==> src/rtl/nrgd_pkg.sv <==
`timescale 1ns / 1ps
`default_nettype none
// ----------------------------------------------------------------------------
// nrgd_pkg: shared types and constants of the nibble RLE glyph decoder
// Item and result payloads, and the queue entry passed from front to back.
// ----------------------------------------------------------------------------
package nrgd_pkg;

    localparam logic [3:0] NIB_BG_RUN = 4'h0;   // background run opener
    localparam logic [3:0] NIB_FG_RUN = 4'hF;   // foreground run opener
    localparam logic [3:0] FG_SHADE   = 4'd12;
    localparam logic [3:0] BG_SHADE   = 4'd0;
    localparam int unsigned RUN_BIAS  = 3;      // run length is count nibble + 3
    localparam int unsigned LEN_W     = 5;      // holds run length minus one (max 17)

    typedef struct packed {
        logic        glyph_start;
        logic [15:0] token_count;
        logic [7:0]  data_byte;
    } item_t;

    typedef struct packed {
        logic [3:0] shade;
        logic       palette_white;
        logic       last_of_byte;
        logic       end_of_glyph;
        logic       bad_count;
    } result_t;

    // One stretch of equal pixels: a single pixel or a whole run
    typedef struct packed {
        logic             valid;
        logic [3:0]       shade;
        logic [LEN_W-1:0] len_m1;
        logic             eog;
    } segment_t;

    // All the work one input byte causes: at most two segments
    typedef struct packed {
        segment_t seg_a;
        segment_t seg_b;
        logic     bad;
    } entry_t;

endpackage
`default_nettype wire

==> src/rtl/nibble_rle_glyph_decoder_core.sv <==
`timescale 1ns / 1ps
`default_nettype none
// ----------------------------------------------------------------------------
// nibble_rle_glyph_decoder_core: 4-bit antialiased glyph RLE decoder
// Turns packed glyph bytes into a stream of shaded pixels.
// ----------------------------------------------------------------------------
// Glyph data goes in one byte per transfer; the first byte of each glyph
// carries its token count. Each byte yields between zero and nineteen pixel
// results, one result per cycle at best: two single pixels give two results,
// a byte closing a run of n+3 pixels gives n+3, and a byte that yields nothing
// is taken at the input and never queued. The output pixel rate (one per cycle
// out of the back expander, while pop keeps up) sets the throughput; the front
// classifies a whole byte combinationally and runs ahead by up to QUEUE_DEPTH
// queued bytes. A zero token count gives one error result. The palette flag is
// sampled from on_white as each pixel leaves; write it only when idle.
// ----------------------------------------------------------------------------
module nibble_rle_glyph_decoder_core
    import nrgd_pkg::*;
#(
    parameter int unsigned QUEUE_DEPTH = 2
)
(
    input  wire logic   clk,
    input  wire logic   rst_n,
    // byte input
    input  wire logic   push,
    output logic        full,
    input  wire item_t  item,
    // pixel output
    output logic        empty,
    input  wire logic   pop,
    output result_t     result,
    // palette register
    input  wire logic   cfg_valid,
    output logic        cfg_ready,
    input  wire logic   cfg_data
);

    logic   on_white_reg;
    logic   accept;
    entry_t entry;
    logic   entry_valid;
    logic   q_full, q_empty, q_pop;
    entry_t q_data;

    // Always take palette writes
    assign cfg_ready = 1'b1;

    always_ff @(posedge clk or negedge rst_n)
    begin
        if (!rst_n)
            on_white_reg <= 1'b0;
        else if (cfg_valid && cfg_ready)
            on_white_reg <= cfg_data;
    end

    // Accept a byte whenever the queue has room; bytes without work are dropped
    assign full   = q_full;
    assign accept = push && !q_full;

    nrgd_front u_front (
        .clk         (clk),
        .rst_n       (rst_n),
        .accept      (accept),
        .item        (item),
        .entry       (entry),
        .entry_valid (entry_valid)
    );

    nrgd_queue #(
        .DEPTH (QUEUE_DEPTH)
    ) u_queue (
        .clk     (clk),
        .rst_n   (rst_n),
        .wr_en   (accept && entry_valid),
        .wr_data (entry),
        .q_full  (q_full),
        .rd_en   (q_pop),
        .rd_data (q_data),
        .q_empty (q_empty)
    );

    nrgd_back u_back (
        .clk      (clk),
        .rst_n    (rst_n),
        .on_white (on_white_reg),
        .q_empty  (q_empty),
        .q_data   (q_data),
        .q_pop    (q_pop),
        .result   (result),
        .empty    (empty),
        .pop      (pop)
    );

endmodule
`default_nettype wire

==> src/rtl/nrgd_front.sv <==
`timescale 1ns / 1ps
`default_nettype none
// ----------------------------------------------------------------------------
// nrgd_front: byte classifier
// Splits each byte into nibbles, tracks token count and pending runs, and
// turns the byte into a queue entry of up to two segments.
// ----------------------------------------------------------------------------
module nrgd_front
    import nrgd_pkg::*;
(
    input  wire logic   clk,
    input  wire logic   rst_n,
    input  wire logic   accept,
    input  wire item_t  item,
    output entry_t      entry,
    output logic        entry_valid
);

    typedef enum logic [1:0] {
        RUN_NONE = 2'd0,
        RUN_BG   = 2'd1,
        RUN_FG   = 2'd2
    } run_t;

    run_t        pending_reg, pending_next;
    logic [15:0] tokens_reg, tokens_next;
    logic        active_reg, active_next;

    run_t        pr0, pr1;
    logic [15:0] tl0, tl1, dec1, dec2;
    logic        ga0, ga1, bad, used1;
    logic [3:0]  hi_nib, lo_nib;

    always_comb
    begin
        hi_nib = item.data_byte[7:4];
        lo_nib = item.data_byte[3:0];
        bad    = item.glyph_start && (item.token_count == 16'd0);
        pr0    = item.glyph_start ? RUN_NONE : pending_reg;
        tl0    = item.glyph_start ? item.token_count : tokens_reg;
        ga0    = item.glyph_start ? !bad : active_reg;
        dec1   = tl0 - 16'd1;
        dec2   = tl0 - 16'd2;

        entry        = '0;
        pr1          = pr0;
        tl1          = tl0;
        ga1          = ga0;
        used1        = 1'b0;
        pending_next = pr0;
        tokens_next  = tl0;
        active_next  = ga0;

        if (bad)
        begin
            // one error result, data byte dropped
            entry.bad          = 1'b1;
            entry.seg_a.valid  = 1'b1;
            entry.seg_a.shade  = BG_SHADE;
            entry.seg_a.len_m1 = '0;
            tokens_next        = '0;
        end
        else if (ga0)
        begin
            // upper nibble
            if (pr0 != RUN_NONE)
            begin
                entry.seg_a.valid  = 1'b1;
                entry.seg_a.shade  = (pr0 == RUN_FG) ? FG_SHADE : BG_SHADE;
                entry.seg_a.len_m1 = LEN_W'(hi_nib) + LEN_W'(RUN_BIAS - 1);
                used1 = 1'b1;
                pr1   = RUN_NONE;
            end
            else if (hi_nib == NIB_BG_RUN)
                pr1 = RUN_BG;
            else if (hi_nib == NIB_FG_RUN)
                pr1 = RUN_FG;
            else
            begin
                entry.seg_a.valid  = 1'b1;
                entry.seg_a.shade  = hi_nib;
                entry.seg_a.len_m1 = '0;
                used1 = 1'b1;
            end
            if (used1)
            begin
                tl1               = dec1;
                ga1               = (dec1 != 16'd0);
                entry.seg_a.eog   = (dec1 == 16'd0);
            end

            pending_next = pr1;
            tokens_next  = tl1;
            active_next  = ga1;

            // lower nibble, skipped once the glyph has ended
            if (ga1)
            begin
                if (pr1 != RUN_NONE)
                begin
                    entry.seg_b.valid  = 1'b1;
                    entry.seg_b.shade  = (pr1 == RUN_FG) ? FG_SHADE : BG_SHADE;
                    entry.seg_b.len_m1 = LEN_W'(lo_nib) + LEN_W'(RUN_BIAS - 1);
                    pending_next       = RUN_NONE;
                end
                else if (lo_nib == NIB_BG_RUN)
                    pending_next = RUN_BG;
                else if (lo_nib == NIB_FG_RUN)
                    pending_next = RUN_FG;
                else
                begin
                    entry.seg_b.valid  = 1'b1;
                    entry.seg_b.shade  = lo_nib;
                    entry.seg_b.len_m1 = '0;
                end
                if (entry.seg_b.valid)
                begin
                    tokens_next     = used1 ? dec2 : dec1;
                    active_next     = (tokens_next != 16'd0);
                    entry.seg_b.eog = (tokens_next == 16'd0);
                end
            end
            if (!active_next)
                pending_next = RUN_NONE;
        end

        entry_valid = entry.seg_a.valid || entry.seg_b.valid;
    end

    always_ff @(posedge clk or negedge rst_n)
    begin
        if (!rst_n)
        begin
            pending_reg <= RUN_NONE;
            tokens_reg  <= '0;
            active_reg  <= 1'b0;
        end
        else if (accept)
        begin
            pending_reg <= pending_next;
            tokens_reg  <= tokens_next;
            active_reg  <= active_next;
        end
    end

endmodule
`default_nettype wire

==> src/rtl/nrgd_queue.sv <==
`timescale 1ns / 1ps
`default_nettype none
// ----------------------------------------------------------------------------
// nrgd_queue: entry queue between front and back
// Small first-in first-out store of per-byte work entries.
// ----------------------------------------------------------------------------
module nrgd_queue
    import nrgd_pkg::*;
#(
    parameter int unsigned DEPTH = 2
)
(
    input  wire logic   clk,
    input  wire logic   rst_n,
    input  wire logic   wr_en,
    input  wire entry_t wr_data,
    output logic        q_full,
    input  wire logic   rd_en,
    output entry_t      rd_data,
    output logic        q_empty
);

    localparam int unsigned PTR_W = (DEPTH > 1) ? $clog2(DEPTH) : 1;
    localparam int unsigned CNT_W = $clog2(DEPTH + 1);

    entry_t             mem [DEPTH];
    logic [PTR_W-1:0]   wr_ptr_reg, rd_ptr_reg;
    logic [CNT_W-1:0]   count_reg;

    function automatic logic [PTR_W-1:0] bump(input logic [PTR_W-1:0] p);
        return (p == PTR_W'(DEPTH - 1)) ? '0 : p + PTR_W'(1);
    endfunction

    assign q_full  = (count_reg == CNT_W'(DEPTH));
    assign q_empty = (count_reg == '0);
    assign rd_data = mem[rd_ptr_reg];

    always_ff @(posedge clk)
    begin
        if (wr_en)
            mem[wr_ptr_reg] <= wr_data;
    end

    always_ff @(posedge clk or negedge rst_n)
    begin
        if (!rst_n)
        begin
            wr_ptr_reg <= '0;
            rd_ptr_reg <= '0;
            count_reg  <= '0;
        end
        else
        begin
            if (wr_en)
                wr_ptr_reg <= bump(wr_ptr_reg);
            if (rd_en)
                rd_ptr_reg <= bump(rd_ptr_reg);
            if (wr_en && !rd_en)
                count_reg <= count_reg + CNT_W'(1);
            else if (rd_en && !wr_en)
                count_reg <= count_reg - CNT_W'(1);
        end
    end

endmodule
`default_nettype wire

==> src/rtl/nrgd_back.sv <==
`timescale 1ns / 1ps
`default_nettype none
// ----------------------------------------------------------------------------
// nrgd_back: pixel expander
// Takes entries from the queue and emits one pixel per cycle into the
// output register, whenever that register is empty or being popped.
// ----------------------------------------------------------------------------
module nrgd_back
    import nrgd_pkg::*;
(
    input  wire logic   clk,
    input  wire logic   rst_n,
    input  wire logic   on_white,
    input  wire logic   q_empty,
    input  wire entry_t q_data,
    output logic        q_pop,
    output result_t     result,
    output logic        empty,
    input  wire logic   pop
);

    entry_t           cur_reg;
    logic             cur_valid_reg;
    logic             sel_reg;
    logic [LEN_W-1:0] cnt_reg;
    result_t          result_reg;
    logic             out_valid_reg;

    segment_t seg;
    logic     seg_done, entry_done, advance, emit;

    always_comb
    begin
        seg        = sel_reg ? cur_reg.seg_b : cur_reg.seg_a;
        seg_done   = (cnt_reg == '0);
        entry_done = seg_done && (sel_reg || !cur_reg.seg_b.valid);
        advance    = !out_valid_reg || pop;
        emit       = cur_valid_reg && advance;
        q_pop      = !q_empty && (!cur_valid_reg || (emit && entry_done));
    end

    assign result = result_reg;
    assign empty  = !out_valid_reg;

    // payload: no reset
    always_ff @(posedge clk)
    begin
        if (emit)
        begin
            result_reg.shade         <= seg.shade;
            result_reg.palette_white <= on_white;
            result_reg.last_of_byte  <= entry_done;
            result_reg.end_of_glyph  <= seg.eog && seg_done;
            result_reg.bad_count     <= cur_reg.bad;
        end
        if (q_pop)
            cur_reg <= q_data;
    end

    always_ff @(posedge clk or negedge rst_n)
    begin
        if (!rst_n)
        begin
            out_valid_reg <= 1'b0;
            cur_valid_reg <= 1'b0;
            sel_reg       <= 1'b0;
            cnt_reg       <= '0;
        end
        else
        begin
            if (advance)
                out_valid_reg <= emit;
            if (emit)
            begin
                if (!seg_done)
                    cnt_reg <= cnt_reg - LEN_W'(1);
                else if (!entry_done)
                begin
                    // move on to the second segment
                    sel_reg <= 1'b1;
                    cnt_reg <= cur_reg.seg_b.len_m1;
                end
                else if (!q_pop)
                    cur_valid_reg <= 1'b0;
            end
            if (q_pop)
            begin
                cur_valid_reg <= 1'b1;
                sel_reg       <= !q_data.seg_a.valid;
                cnt_reg       <= q_data.seg_a.valid ? q_data.seg_a.len_m1
                                                    : q_data.seg_b.len_m1;
            end
        end
    end

endmodule
`default_nettype wire

==> config.mk <==
export PLATFORM = sky130hd
export DESIGN_NAME = nibble_rle_glyph_decoder_core
export DESIGN_NICKNAME = d
export VERILOG_FILES = /design/src/rtl/nrgd_pkg.sv /design/src/rtl/nibble_rle_glyph_decoder_core.sv /design/src/rtl/nrgd_front.sv /design/src/rtl/nrgd_queue.sv /design/src/rtl/nrgd_back.sv
export SDC_FILE = /design/constraint.sdc
export NUM_CORES = 1
export LEC_CHECK = 0
export BUFFER_PORTS_ARGS = -buffer_cell sky130_fd_sc_hd__buf_2
export CORE_ASPECT_RATIO = 0.5
export CORE_MARGIN = 2
export CORE_UTILIZATION = 30
export CTS_CLUSTER_DIAMETER = 60
export CTS_CLUSTER_SIZE = 10
export DETAILED_ROUTE_END_ITERATION = 12
export PLACE_DENSITY = 0.45
export SYNTH_ARGS = -nofsm -noshare
export SYNTH_HDL_FRONTEND = slang
export SYNTH_HIERARCHICAL = 1
export SYNTH_SLANG_ARGS = --single-unit
==> constraint.sdc <==
create_clock -name clk -period 8.1 [get_ports clk]
set_input_delay 0.81 -clock clk [delete_from_list [all_inputs] [get_ports clk]]
set_output_delay 0.81 -clock clk [all_outputs]
set_load 0.02 [all_outputs]
==> results.tsv, run 1 <==
metric	value	unit
status	complete, no violations	
Core ar.	19320	um2
Area Overhead vs Synth	12.06	%
count of unique library cells instantiated by Yosys	73	
Num Clock Sinks	103	
number of DRC markers in iteration 0	181	
Most Used Layer, Global Route	met2	
Synth Area per Inst	11.65	um2
CTS tree	built	
Synth Instances	504	
H-tree depth	3	
Post-synth EDFFs	71	
Clock transition at path regs	0.07	ns
vias in the first global route	4028	
1st-pass router iterations	4	
GRT Overall Usage	14.72	%
crit path launch	item[24]	
num ports	42	
type of the tightest min-delay check	flop to flop	
final wirelength	14.54	mm
Cell Rows	36	
total gr overflow	0	
asr flop ratio synth	31.07	%
first-pass GRT wire length	23.38	mm
vias post-DR	4016	
die width	201.9	um
max-slew violations	0	
Setup crit end	u_front/tokens_reg[15]	
nets@finish	577	
drt drc	0	
max FFs per register	46	
final setup vio count	0	
Worst setup EP type	flop	
Fmax	197.5	MHz
worst-path maximum fanout	49	
top cells by area, synth	edfxtp_1 (36%), dfrtp_1 (14%), mux2_4 (5.4%)	
setup ws final	3.036	ns
placed cell count	794	
syn_nets	542	
slowest library cell on the worst path	nor3_2	
R2R Setup Slk	3.81	ns
largest net degree at the start of global routing	50	
fin cells	810	
die area	20780	um2
Post-DP Area	6295	um2
top cell type's share of synthesized area	36.30	%
slew at the pin with the worst max-slew slack	1.051	ns
antenna fix cells	0	
Min-Delay Path Depth	0	
RSZ-0062 raised after global routing	false	
Synth Register Bits	103	
worst path arrival time	5.30	ns
Final Power	0.001953	W
area leader, netlist	edfxtp_1	
Initial Util	30.39	%
Post-Place Worst Slack	2.778	ns
share of layout cells above drive strength 1	21.14	%
crit share post-route	62.52	%
initial antenna violation count	0	
clk buf depth	2	
M3 GR Usage	3.129	%
I/O Buffers	40	
Synth Warn #	6	
PwrDens	296.8	nW/um2
Synth Flop Type	edfxtp_1	
max_slew headroom	29.54	%
total CTS buffers	9	
setup tns final	0	ns
Worst Clk Skew	0.008565	ns
Via density	4.958	
Final Hold Fails	0	
HPWL after DPL	10.37	mm
CP Depth	14	
WS Path Type	primary input to flop	
Pleak	2.576	nW
Critical Path RT	8.34	ns
postcts setup bufs	0	
DRT antenna net count	0	
GR Util met1	19.92	%
maximum vdd drop	0.0001089	V
startpoint types	primary input	
number of hold buffers added after CTS	0	
Crit path max-delay family	simple AND/OR/NAND/NOR gates	
worst reg2reg startpoint	u_front/tokens_reg[1]	
Resize count post-CTS	0	
clock latency at the later pin of the worst-skew pair	0.35	ns
final worst path period need	5.064	ns
Placer Congestion	0.8305	
Final Cell Area	6581	um2
r2r worst-path depth	12	
crit-path cells	buf_2 > buf_4 > mux2i_1 > ha_1 > nor4bb_1 > o22ai_1 > nor2_1 > xnor2_1 > nor4b_1 > nor4b_4 > nor3_2 > o21ai_1 > or4_1 > a31o_2	
Die Span Y	102.9	um
CP max stage delay	0.85	ns
worst reg2reg endpoint	u_front/tokens_reg[15]	
Critical path buffers and inverters	2	
max cap viols	0	
drt wl/cell	17.95	um
sequential share of the synthesized area	49.94	%
Root Driver	clkbuf_16	
met2 Use GR	24.24	%
Mapped Area	5873	um2
==> cell usage after synthesis (3+ instances only) <==
| master | n |
|---|---|
| nand2b_1 | 7 |
| a21oi_1 | 11 |
| mux2_2 | 11 |
| o31ai_1 | 3 |
| and3_1 | 11 |
| or3b_1 | 3 |
| clkbuf_1 | 7 |
| nor4_1 | 6 |
| o211ai_2 | 3 |
| nor3_1 | 14 |
| o211ai_1 | 5 |
| nand4_1 | 7 |
| o21ai_1 | 6 |
| xnor2_1 | 19 |
| o21ai_0 | 15 |
| or3_1 | 5 |
| nor2_1 | 37 |
| or4_1 | 6 |
| edfxtp_1 | 71 |
| nor3b_1 | 5 |
| nand3_1 | 10 |
| ha_1 | 7 |
| mux2_4 | 21 |
| nand2_1 | 38 |
| dfrtp_1 | 32 |
| o21a_1 | 4 |
| buf_6 | 3 |
| a31oi_1 | 7 |
| nor4b_1 | 4 |
| xor2_1 | 13 |
| nor2b_1 | 7 |
| and2_1 | 3 |
| buf_1 | 3 |
| inv_1 | 19 |
| buf_4 | 6 |
| mux2i_1 | 28 |
==> cells in the final DEF (no fill, tap or decap), types with 4 or more instances in the layout <==
| cell | synthesis | final |
|---|---|---|
| a21oi_1 | 11 | 11 |
| a31oi_1 | 7 | 7 |
| and3_1 | 11 | 11 |
| buf_2 | 2 | 40 |
| buf_4 | 6 | 7 |
| clkbuf_16 | 0 | 9 |
| dfrtp_1 | 32 | 32 |
| edfxtp_1 | 71 | 71 |
| ha_1 | 7 | 7 |
| inv_1 | 19 | 19 |
| mux2_2 | 11 | 11 |
| mux2_4 | 21 | 21 |
| mux2i_1 | 28 | 28 |
| nand2_1 | 38 | 38 |
| nand2b_1 | 7 | 7 |
| nand3_1 | 10 | 10 |
| nand4_1 | 7 | 7 |
| nor2_1 | 37 | 37 |
| nor2b_1 | 7 | 6 |
| nor3_1 | 14 | 14 |
| nor3b_1 | 5 | 5 |
| nor4_1 | 6 | 6 |
| nor4b_1 | 4 | 4 |
| o211ai_1 | 5 | 5 |
| o21a_1 | 4 | 4 |
| o21ai_0 | 15 | 15 |
| o21ai_1 | 6 | 6 |
| or3_1 | 5 | 5 |
| or4_1 | 6 | 6 |
| xnor2_1 | 19 | 19 |
| xor2_1 | 13 | 13 |
==> worst reg2reg max path, stage by stage, from the launching register on <==
cell and delay [ns]:
dfrtp_1 0.39, mux2i_1 0.50, ha_1 0.44, nor4bb_1 0.33
o22ai_1 0.15, nor2_1 0.14, xnor2_1 0.16, nor4b_1 0.08
nor4b_4 0.15, nor3_2 0.85, o21ai_1 0.24, or4_1 0.52
a31o_2 0.25
==> worst min-delay path by stage <==
stage | endpoint | from | slack [ns]
6_report | u_back/result[0] | u_back/cur_reg[0] | 0.45
3_3_place_gp | u_back/result[0] | u_back/cur_reg[0] | 0.43
2_1_floorplan | u_back/result[0] | u_back/cur_reg[0] | 0.40
5_1_grt | u_back/result[0] | u_back/cur_reg[0] | 0.47
3_5_place_dp | u_back/result[0] | u_back/cur_reg[0] | 0.44
4_1_cts | u_back/result[0] | u_back/cur_reg[0] | 0.46
==> power breakdown <==
part           switching, W  internal [W]  total, W  leakage [nW]
Sequential        0.0000954      0.000722  0.000818          1.05
Clock              0.000219      0.000218  0.000437         0.142
Combinational      0.000402      0.000297  0.000699          1.39
Total              0.000716       0.00124   0.00195          2.58
==> cell families after synthesis <==
family,Yosys count,share of synthesized area (%)
flip-flops,103,49.94
adder cells (fa/ha/maj),7,1.491
XOR/XNOR,32,4.772
multiplexers,62,12.82
AND/OR/NAND/NOR,177,16.77
other,1,0.06385
AO/OA/AOI/OAI,79,9.949
buffers and inverters,43,4.197
==> cell type report <==
type,instances,area [um2]
sequential,103,2933
clock buffer,10,229.0
multi-input combinational,358,2696
clock inverter,6,57.56
timing repair buffer,47,252.7
fill,1966,12740
tap,266,332.8
inverter,20,80.08
==> stage by stage <==
step,hold slack [ns],utilization (%)
finish,0.4455,34.06
global route,0.4693,34.06
global placement,0.4347,32.58
detailed placement,0.4381,32.58
floorplan,0.4003,-
CTS,0.4564,34.06
==> routing by layer <==
layer,up-vias,wire [um]
met1,1993,7335
met5,-,0
li1,1940,-
met4,0,141
met3,9,449
met2,74,6612
No activity file was read; power rests on OpenSTA's default activity.
==> run 2, diff against run 1 <==
--- a/config.mk
+++ b/config.mk
@@ -5,6 +5,7 @@
 export SDC_FILE = /design/constraint.sdc
 export NUM_CORES = 1
 export LEC_CHECK = 0
+export ABC_AREA = 1
 export BUFFER_PORTS_ARGS = -buffer_cell sky130_fd_sc_hd__buf_2
 export CORE_ASPECT_RATIO = 0.5
 export CORE_MARGIN = 2
@@ -12,7 +13,7 @@
 export CTS_CLUSTER_DIAMETER = 60
 export CTS_CLUSTER_SIZE = 10
 export DETAILED_ROUTE_END_ITERATION = 12
-export PLACE_DENSITY = 0.45
+export PLACE_DENSITY = 0.47
 export SYNTH_ARGS = -nofsm -noshare
 export SYNTH_HDL_FRONTEND = slang
 export SYNTH_HIERARCHICAL = 1
==> constraint.sdc (replaced) <==
create_clock -name clk -period 4.6 [get_ports clk]
set_input_delay 0.46 -clock clk [delete_from_list [all_inputs] [get_ports clk]]
set_output_delay 0.46 -clock clk [all_outputs]
set_load 0.02 [all_outputs]
==> results.tsv, run 2 <==
metric	value	unit	change
Final Hold Fails	0		unchanged
worst path arrival time	3.69	ns	-1.61 ns
FF/Latch Area	2933	um2	unchanged
Post-synth EDFFs	71		unchanged
Clock transition at path regs	0.08	ns	about the same
slowest library cell on the worst path	nor2_1		
DRT antenna net count	0		unchanged
GRT Overall Usage	16.02	%	+1.3 points
number of DRC markers in iteration 0	304		+68%
I/O Buffers	40		unchanged
PwrDens	522.9	nW/um2	+76%
mux cell area share after synthesis	5.014	%	-7.8 points
Via density	4.679		-5.6%
H-tree depth	3		unchanged
nets@finish	940		+63%
antenna fix cells	0		unchanged
clock latency at the later pin of the worst-skew pair	0.36	ns	about the same
initial antenna violation count	0		unchanged
setup tns final	0	ns	unchanged
maximum vdd drop	0.0001845	V	+69%
Post-DP Area	7431	um2	+18%
Worst setup EP type	flop		
fraction of the mapped netlist area in simple logic gates	35.15	%	+18 points
Synth Area per Inst	8.040	um2	-31%
largest net degree at the start of global routing	33		-34%
clk buf depth	2		unchanged
total CTS buffers	9		unchanged
placed cell count	1198		+51%
Initial Util	30.59	%	+0.20 points
share of layout cells above drive strength 1	18.63	%	-2.5 points
status	complete, no violations		
sequential share of the synthesized area	41.98	%	-8.0 points
Die Span Y	111.9	um	+8.7%
slew at the pin with the worst max-slew slack	1.038	ns	-0.01352 ns
max_slew headroom	30.57	%	+1.0 points
max FFs per register	46		unchanged
drt drc	0		unchanged
Synth Area in XOR/XNOR	1.880	%	-2.9 points
Root Driver	clkbuf_16		
Critical path buffers and inverters	3		+1
R2R Setup Slk	1.37	ns	-2.44 ns
Area Overhead vs Synth	10.85	%	
final worst path period need	3.466	ns	
Synth Flop Type	edfxtp_1		
top cells by area, synth	edfxtp_1 (31%), nand2_1 (16%), dfrtp_1 (11%)		
max cap viols	0		unchanged
r2r worst-path depth	17		+5
Mapped Area	6987	um2	+19%
die area	24600	um2	+18%
Synth Warn #	6		unchanged
WS Path Type	primary input to flop		
count of unique library cells instantiated by Yosys	47		-36%
worst reg2reg endpoint	u_front/tokens_reg[15]		
total gr overflow	0		unchanged
startpoint types	primary input		
max-slew violations	0		unchanged
first-pass GRT wire length	30.34	mm	+30%
worst reg2reg startpoint	u_front/tokens_reg[0]		
CP max stage delay	0.37	ns	-0.48 ns
Cell Rows	39		+8.3%
fin cells	1214		+50%
adder-cell share of the synthesized area	1.254	%	-0.24 points
commonest non-fill, non-tap cells in the layout	nand2_1 (302), inv_1 (77), nor2_1 (74), edfxtp_1 (71), nand3_1 (54)		
Worst Clk Skew	0.02103	ns	+0.01246 ns
crit-path cells	buf_2 > buf_4 > nand2_1 > nand2_1 > inv_1 > ha_1 > nand3_1 > nor2_1 > nand2_1 > nand2_1 > nand2_1 > nor2_1 > nand2_1 > nor2_2 > nand3_4 > nor2_8 > nor2_1 > o21bai_1 > nand2_1		
Placer Congestion	0.9493		+14%
drt wl/cell	15.53	um	-13%
Crit path max-delay family	simple AND/OR/NAND/NOR gates		
Resize count post-CTS	0		unchanged
num ports	42		unchanged
Num Clock Sinks	103		unchanged
1st-pass router iterations	5		+1
CTS tree	built		
number of hold buffers added after CTS	0		unchanged
HPWL after DPL	14.35	mm	+38%
main combinational cell family by area after synthesis	simple AND/OR/NAND/NOR gates		
Core ar.	22840	um2	+18%
fill cell count	2459		+25%
Compound-Gate Fraction of Synth Area	6.841	%	-3.1 points
syn_nets	907		+67%
Post-synth top cells	nand2_1 (302), inv_1 (77), nor2_1 (75)		
area leader, netlist	edfxtp_1		
die width	219.8	um	+8.9%
final wirelength	18.86	mm	+30%
asr flop ratio synth	31.07	%	unchanged
Synth Register Bits	103		unchanged
crit share post-route	75.34	%	
postcts setup bufs	0		unchanged
Final Cell Area	7745	um2	+18%
type of the tightest min-delay check	primary input to async pin		
dominant cell by count in the synthesized netlist	nand2_1		
Critical Path RT	4.83	ns	-3.51 ns
vias in the first global route	5448		+35%
Synth Instances	869		+72%
top cell type's share of synthesized area	30.52	%	-5.8 points
multi-input logic area	3510	um2	+30%
Pleak	3.591	nW	+39%
final setup vio count	0		unchanged
RSZ-0062 raised after global routing	false		
worst-path maximum fanout	20		-59%
commonest non-fill, non-tap cell in the layout	nand2_1		
Fmax	288.6	MHz	
vias post-DR	5680		+41%
most frequent CP cell	nand2_1		
run 2: cell count changes in the layout (fill, tap and decap cells not counted), moves of 10 or more:
cell,before,now
nand2_1,38,302
inv_1,19,77
nand3_1,10,54
nor2_1,37,74
nand2_2,0,28
mux2i_1,28,2
o21ai_0,15,39
xnor2_1,19,4
nor2_2,0,14
o21bai_1,1,14
and3_1,11,0
nor2_4,0,10
run 2: stage by stage:
stage	worst slack (ns)	hold WS (ns)	util, %	total power, W
finish	1.134	0.1981	33.91	0.004050
global route	0.8563	0.2594	33.91	0.004376
CTS	1.172	0.2356	33.91	0.004103
detailed placement	0.8084	0.4066	32.54	0.003252
global placement	0.6771	0.4176	32.54	0.003254
floorplan	1.867	0.1644	-	0.002823
run 2: kinds of logic after synthesis:
| logic type | count (synthesis) |
|---|---|
| muxes | 25 |
| xor gates and xnor gates | 15 |
| AOI/OAI and AO/OA | 76 |
| DFF | 103 |
| and+or+nand+nor | 527 |
| adders and majority gates | 7 |
| other | 1 |
| buffers and inverters | 115 |
run 2: worst max-delay path by stage:
stage	from	endpoint	slack (ns)	depth (start not counted)
2_1_floorplan	item[24]	u_front/tokens_reg[10]	1.87	20
3_3_place_gp	item[24]	u_front/tokens_reg[10]	0.68	19
3_5_place_dp	item[24]	u_front/tokens_reg[10]	0.81	19
4_1_cts	item[24]	u_front/tokens_reg[10]	1.17	19
5_1_grt	item[24]	u_front/tokens_reg[10]	0.86	19
6_report	item[24]	u_front/tokens_reg[15]	1.13	19
run 2: final cells by class:
type	count	area share, %
sequential	103	37.87
tap	307	4.960
clock buffer	12	3.053
timing repair buffer	49	3.457
clock inverter	4	1.002
inverter	88	4.346
multi-input combinational	651	45.32
run 2: where the power goes:
part / internal (W) / switching (W)
sequential: 0.00132 / 0.000141
clock: 0.000482 / 0.000348
combinational: 0.000603 / 0.00115
total: 0.00241 / 0.00164
run 2: routing by layer:
| metal | part of all wire (%) | track usage, % | up-vias |
|---|---|---|---|
| li1 | - | - | 2885 |
| met4 | 2.2 | 5.369 | 0 |
| met2 | 48 | 26.77 | 118 |
| met3 | 3.2 | 2.459 | 23 |
| met1 | 46 | 21.19 | 2654 |
| met5 | 0 | 0 | - |
==> run 3, diff against run 2 <==
--- a/config.mk
+++ b/config.mk
@@ -13,7 +13,7 @@
 export CTS_CLUSTER_DIAMETER = 60
 export CTS_CLUSTER_SIZE = 10
 export DETAILED_ROUTE_END_ITERATION = 12
-export PLACE_DENSITY = 0.47
+export PLACE_DENSITY = 0.45
 export SYNTH_ARGS = -nofsm -noshare
 export SYNTH_HDL_FRONTEND = slang
 export SYNTH_HIERARCHICAL = 1
==> constraint.sdc (replaced) <==
create_clock -name clk -period 3.2 [get_ports clk]
set_input_delay 0.32 -clock clk [delete_from_list [all_inputs] [get_ports clk]]
set_output_delay 0.32 -clock clk [all_outputs]
set_load 0.02 [all_outputs]
==> results.tsv, run 3 (same netlist as run 2, synthesis figures left out) <==
metric	value	unit	change
maximum vdd drop	0.0003235	V	+75%
Via density	4.651		-0.59%
final wirelength	19.10	mm	+1.3%
worst-path maximum fanout	14		-30%
max_slew headroom	20.83	%	-9.7 points
number of DRC markers in iteration 0	404		+33%
Critical Path RT	3.44	ns	-1.39 ns
fill cell count	2426		-1.3%
worst reg2reg startpoint	u_front/tokens_reg[0]		
type of the tightest min-delay check	primary input to async pin		
R2R Setup Slk	0.37	ns	-1.00 ns
die width	219.8	um	unchanged
final worst path period need	2.830	ns	
vias in the first global route	5417		-0.57%
total gr overflow	0		unchanged
H-tree depth	3		unchanged
first-pass GRT wire length	30.37	mm	+0.11%
Area Overhead vs Synth	12.75	%	
sequential share of power	36.1	%	about the same
Clock transition at path regs	0.08	ns	about the same
initial antenna violation count	0		unchanged
Num Clock Sinks	103		unchanged
crit path launch	u_front/tokens_reg[0]		
worst path arrival time	3.07	ns	-0.62 ns
Resize count post-CTS	0		unchanged
crit share post-route	88.43	%	
max FFs per register	46		unchanged
Pleak	3.676	nW	+2.4%
final setup vio count	0		unchanged
GRT Overall Usage	15.92	%	-0.096 points
commonest non-fill, non-tap cells in the layout	nand2_1 (302), inv_1 (77), nor2_1 (74), edfxtp_1 (71), nand3_1 (54)		
postcts setup bufs	0		unchanged
DRT antenna net count	0		unchanged
Worst Clk Skew	0.01315	ns	-0.007882 ns
vias post-DR	5730		+0.88%
clock latency at the later pin of the worst-skew pair	0.35	ns	about the same
clk buf depth	2		unchanged
number of hold buffers added after CTS	0		unchanged
setup tns final	0	ns	unchanged
commonest non-fill, non-tap cell in the layout	nand2_1		
clock network fraction of total power	19.9	%	-0.6 points
share of layout cells above drive strength 1	20.54	%	+1.9 points
startpoint types	flop		
HPWL after DPL	14.52	mm	+1.2%
Cell Rows	39		unchanged
Fmax	353.4	MHz	
max cap viols	0		unchanged
max-slew violations	0		unchanged
RSZ-0062 raised after global routing	false		
I/O Buffers	40		unchanged
Util after Layout	34.49	%	+0.58 points
Internal Power	0.003363	W	+40%
antenna fix cells	0		unchanged
r2r worst-path depth	17		unchanged
worst reg2reg endpoint	u_front/tokens_reg[12]		
Worst setup EP type	flop		
Initial Util	30.59	%	unchanged
WS Path Type	flop to flop		
Switching Share	42.23	%	+1.7 points
Final Hold Fails	0		unchanged
CTS tree	built		
Core ar.	22840	um2	unchanged
1st-pass router iterations	6		+1
largest net degree at the start of global routing	33		unchanged
drt drc	0		unchanged
PwrDens	739.0	nW/um2	+41%
nets@finish	958		+1.9%
die area	24600	um2	unchanged
total CTS buffers	9		unchanged
num ports	42		unchanged
Root Driver	clkbuf_16		
Comb pwr share	44.0	%	+0.6 points
slew at the pin with the worst max-slew slack	1.183	ns	+0.1456 ns
Setup crit end	u_front/tokens_reg[12]		
drt wl/cell	15.50	um	-0.20%
status	complete, no violations		
Placer Congestion	0.9439		-0.57%
Die Span Y	111.9	um	unchanged
Switch Pwr	0.002458	W	+50%
## run 3: changes by cell type in the layout (fill, tap and decap cells not counted)
cell and change:
inv_8 +1, clkinv_8 +2, inv_12 +1, clkinv_4 +3, bufinv_16 -2, clkbuf_1 -3
buf_4 +18, inv_6 -2
## run 3: layout make-up
cell class                      instances  area (um2)  area share [%]
Clock buffer                            9       225.2           2.859
Tap cell                              307       384.1           4.876
Sequential cell                       103        2933           37.23
Clock inverter                          7       86.33           1.096
Timing Repair Buffer                   67       402.9           5.114
Inverter                               88       336.6           4.273
Multi-Input combinational cell        651        3510           44.55
## run 3: worst min path at each step
stage / startpoint / endpoint / slack, ns / cells past startpoint
6_report: rst_n / u_front/tokens_reg[5] / 0.05 / 1
5_1_grt: rst_n / u_front/tokens_reg[5] / 0.12 / 1
4_1_cts: rst_n / u_front/tokens_reg[5] / 0.09 / 1
3_5_place_dp: u_back/cur_reg[0] / u_back/result[0] / 0.41 / 0
3_3_place_gp: u_back/cur_reg[0] / u_back/result[0] / 0.41 / 0
2_1_floorplan: rst_n / on_white_reg / 0.02 / 0
## run 3: per-stage QoR
stage | total power [W] | area [um2] | hold WS (ns) | cells | setup slack (ns)
2_1_floorplan | 0.004058 | 6987 | 0.02441 | 869 | 0.6069
3_3_place_gp | 0.004700 | 7566 | 0.4094 | 1216 | 0.3383
3_5_place_dp | 0.004710 | 7566 | 0.4056 | 1216 | 0.2699
4_1_cts | 0.005883 | 7878 | 0.08841 | 1232 | 0.3871
5_1_grt | 0.006251 | 7878 | 0.1174 | 1232 | 0.05073
6_report | 0.005822 | 7878 | 0.05176 | 1232 | 0.3702
## run 3: worst max-delay path, stage by stage (launching register included)
cell and delay, ns:
dfrtp_1 0.44, nand2_2 0.12, nand2_1 0.10, inv_1 0.09, ha_1 0.28, nand3_1 0.14
nor2_1 0.25, nand2_1 0.12, nand2_1 0.08, nand2_1 0.10, nor2_1 0.11, nand2_1 0.07
nor2_2 0.17, nand3_4 0.13, nor2_8 0.24, nor2_1 0.07, o21bai_1 0.13, nand2_1 0.07
## run 3: power groups by stage
stage	sequential [W]	combinational [W]	clock [W]
floorplan	0.00212	0.00194	0
global placement	0.00212	0.00258	0
detailed placement	0.00213	0.00258	0
CTS	0.00210	0.00259	0.00119
global route	0.00214	0.00287	0.00124
finish	0.00210	0.00256	0.00116
## run 3: routing by layer
| layer | wire, um | part of all wire [%] | track usage [%] |
|---|---|---|---|
| met1 | 9381 | 49 | 22.42 |
| met2 | 9047 | 47 | 26.56 |
| met3 | 485 | 2.5 | 1.749 |
| met4 | 183 | 0.96 | 3.043 |
| met5 | 0 | 0 | 0 |
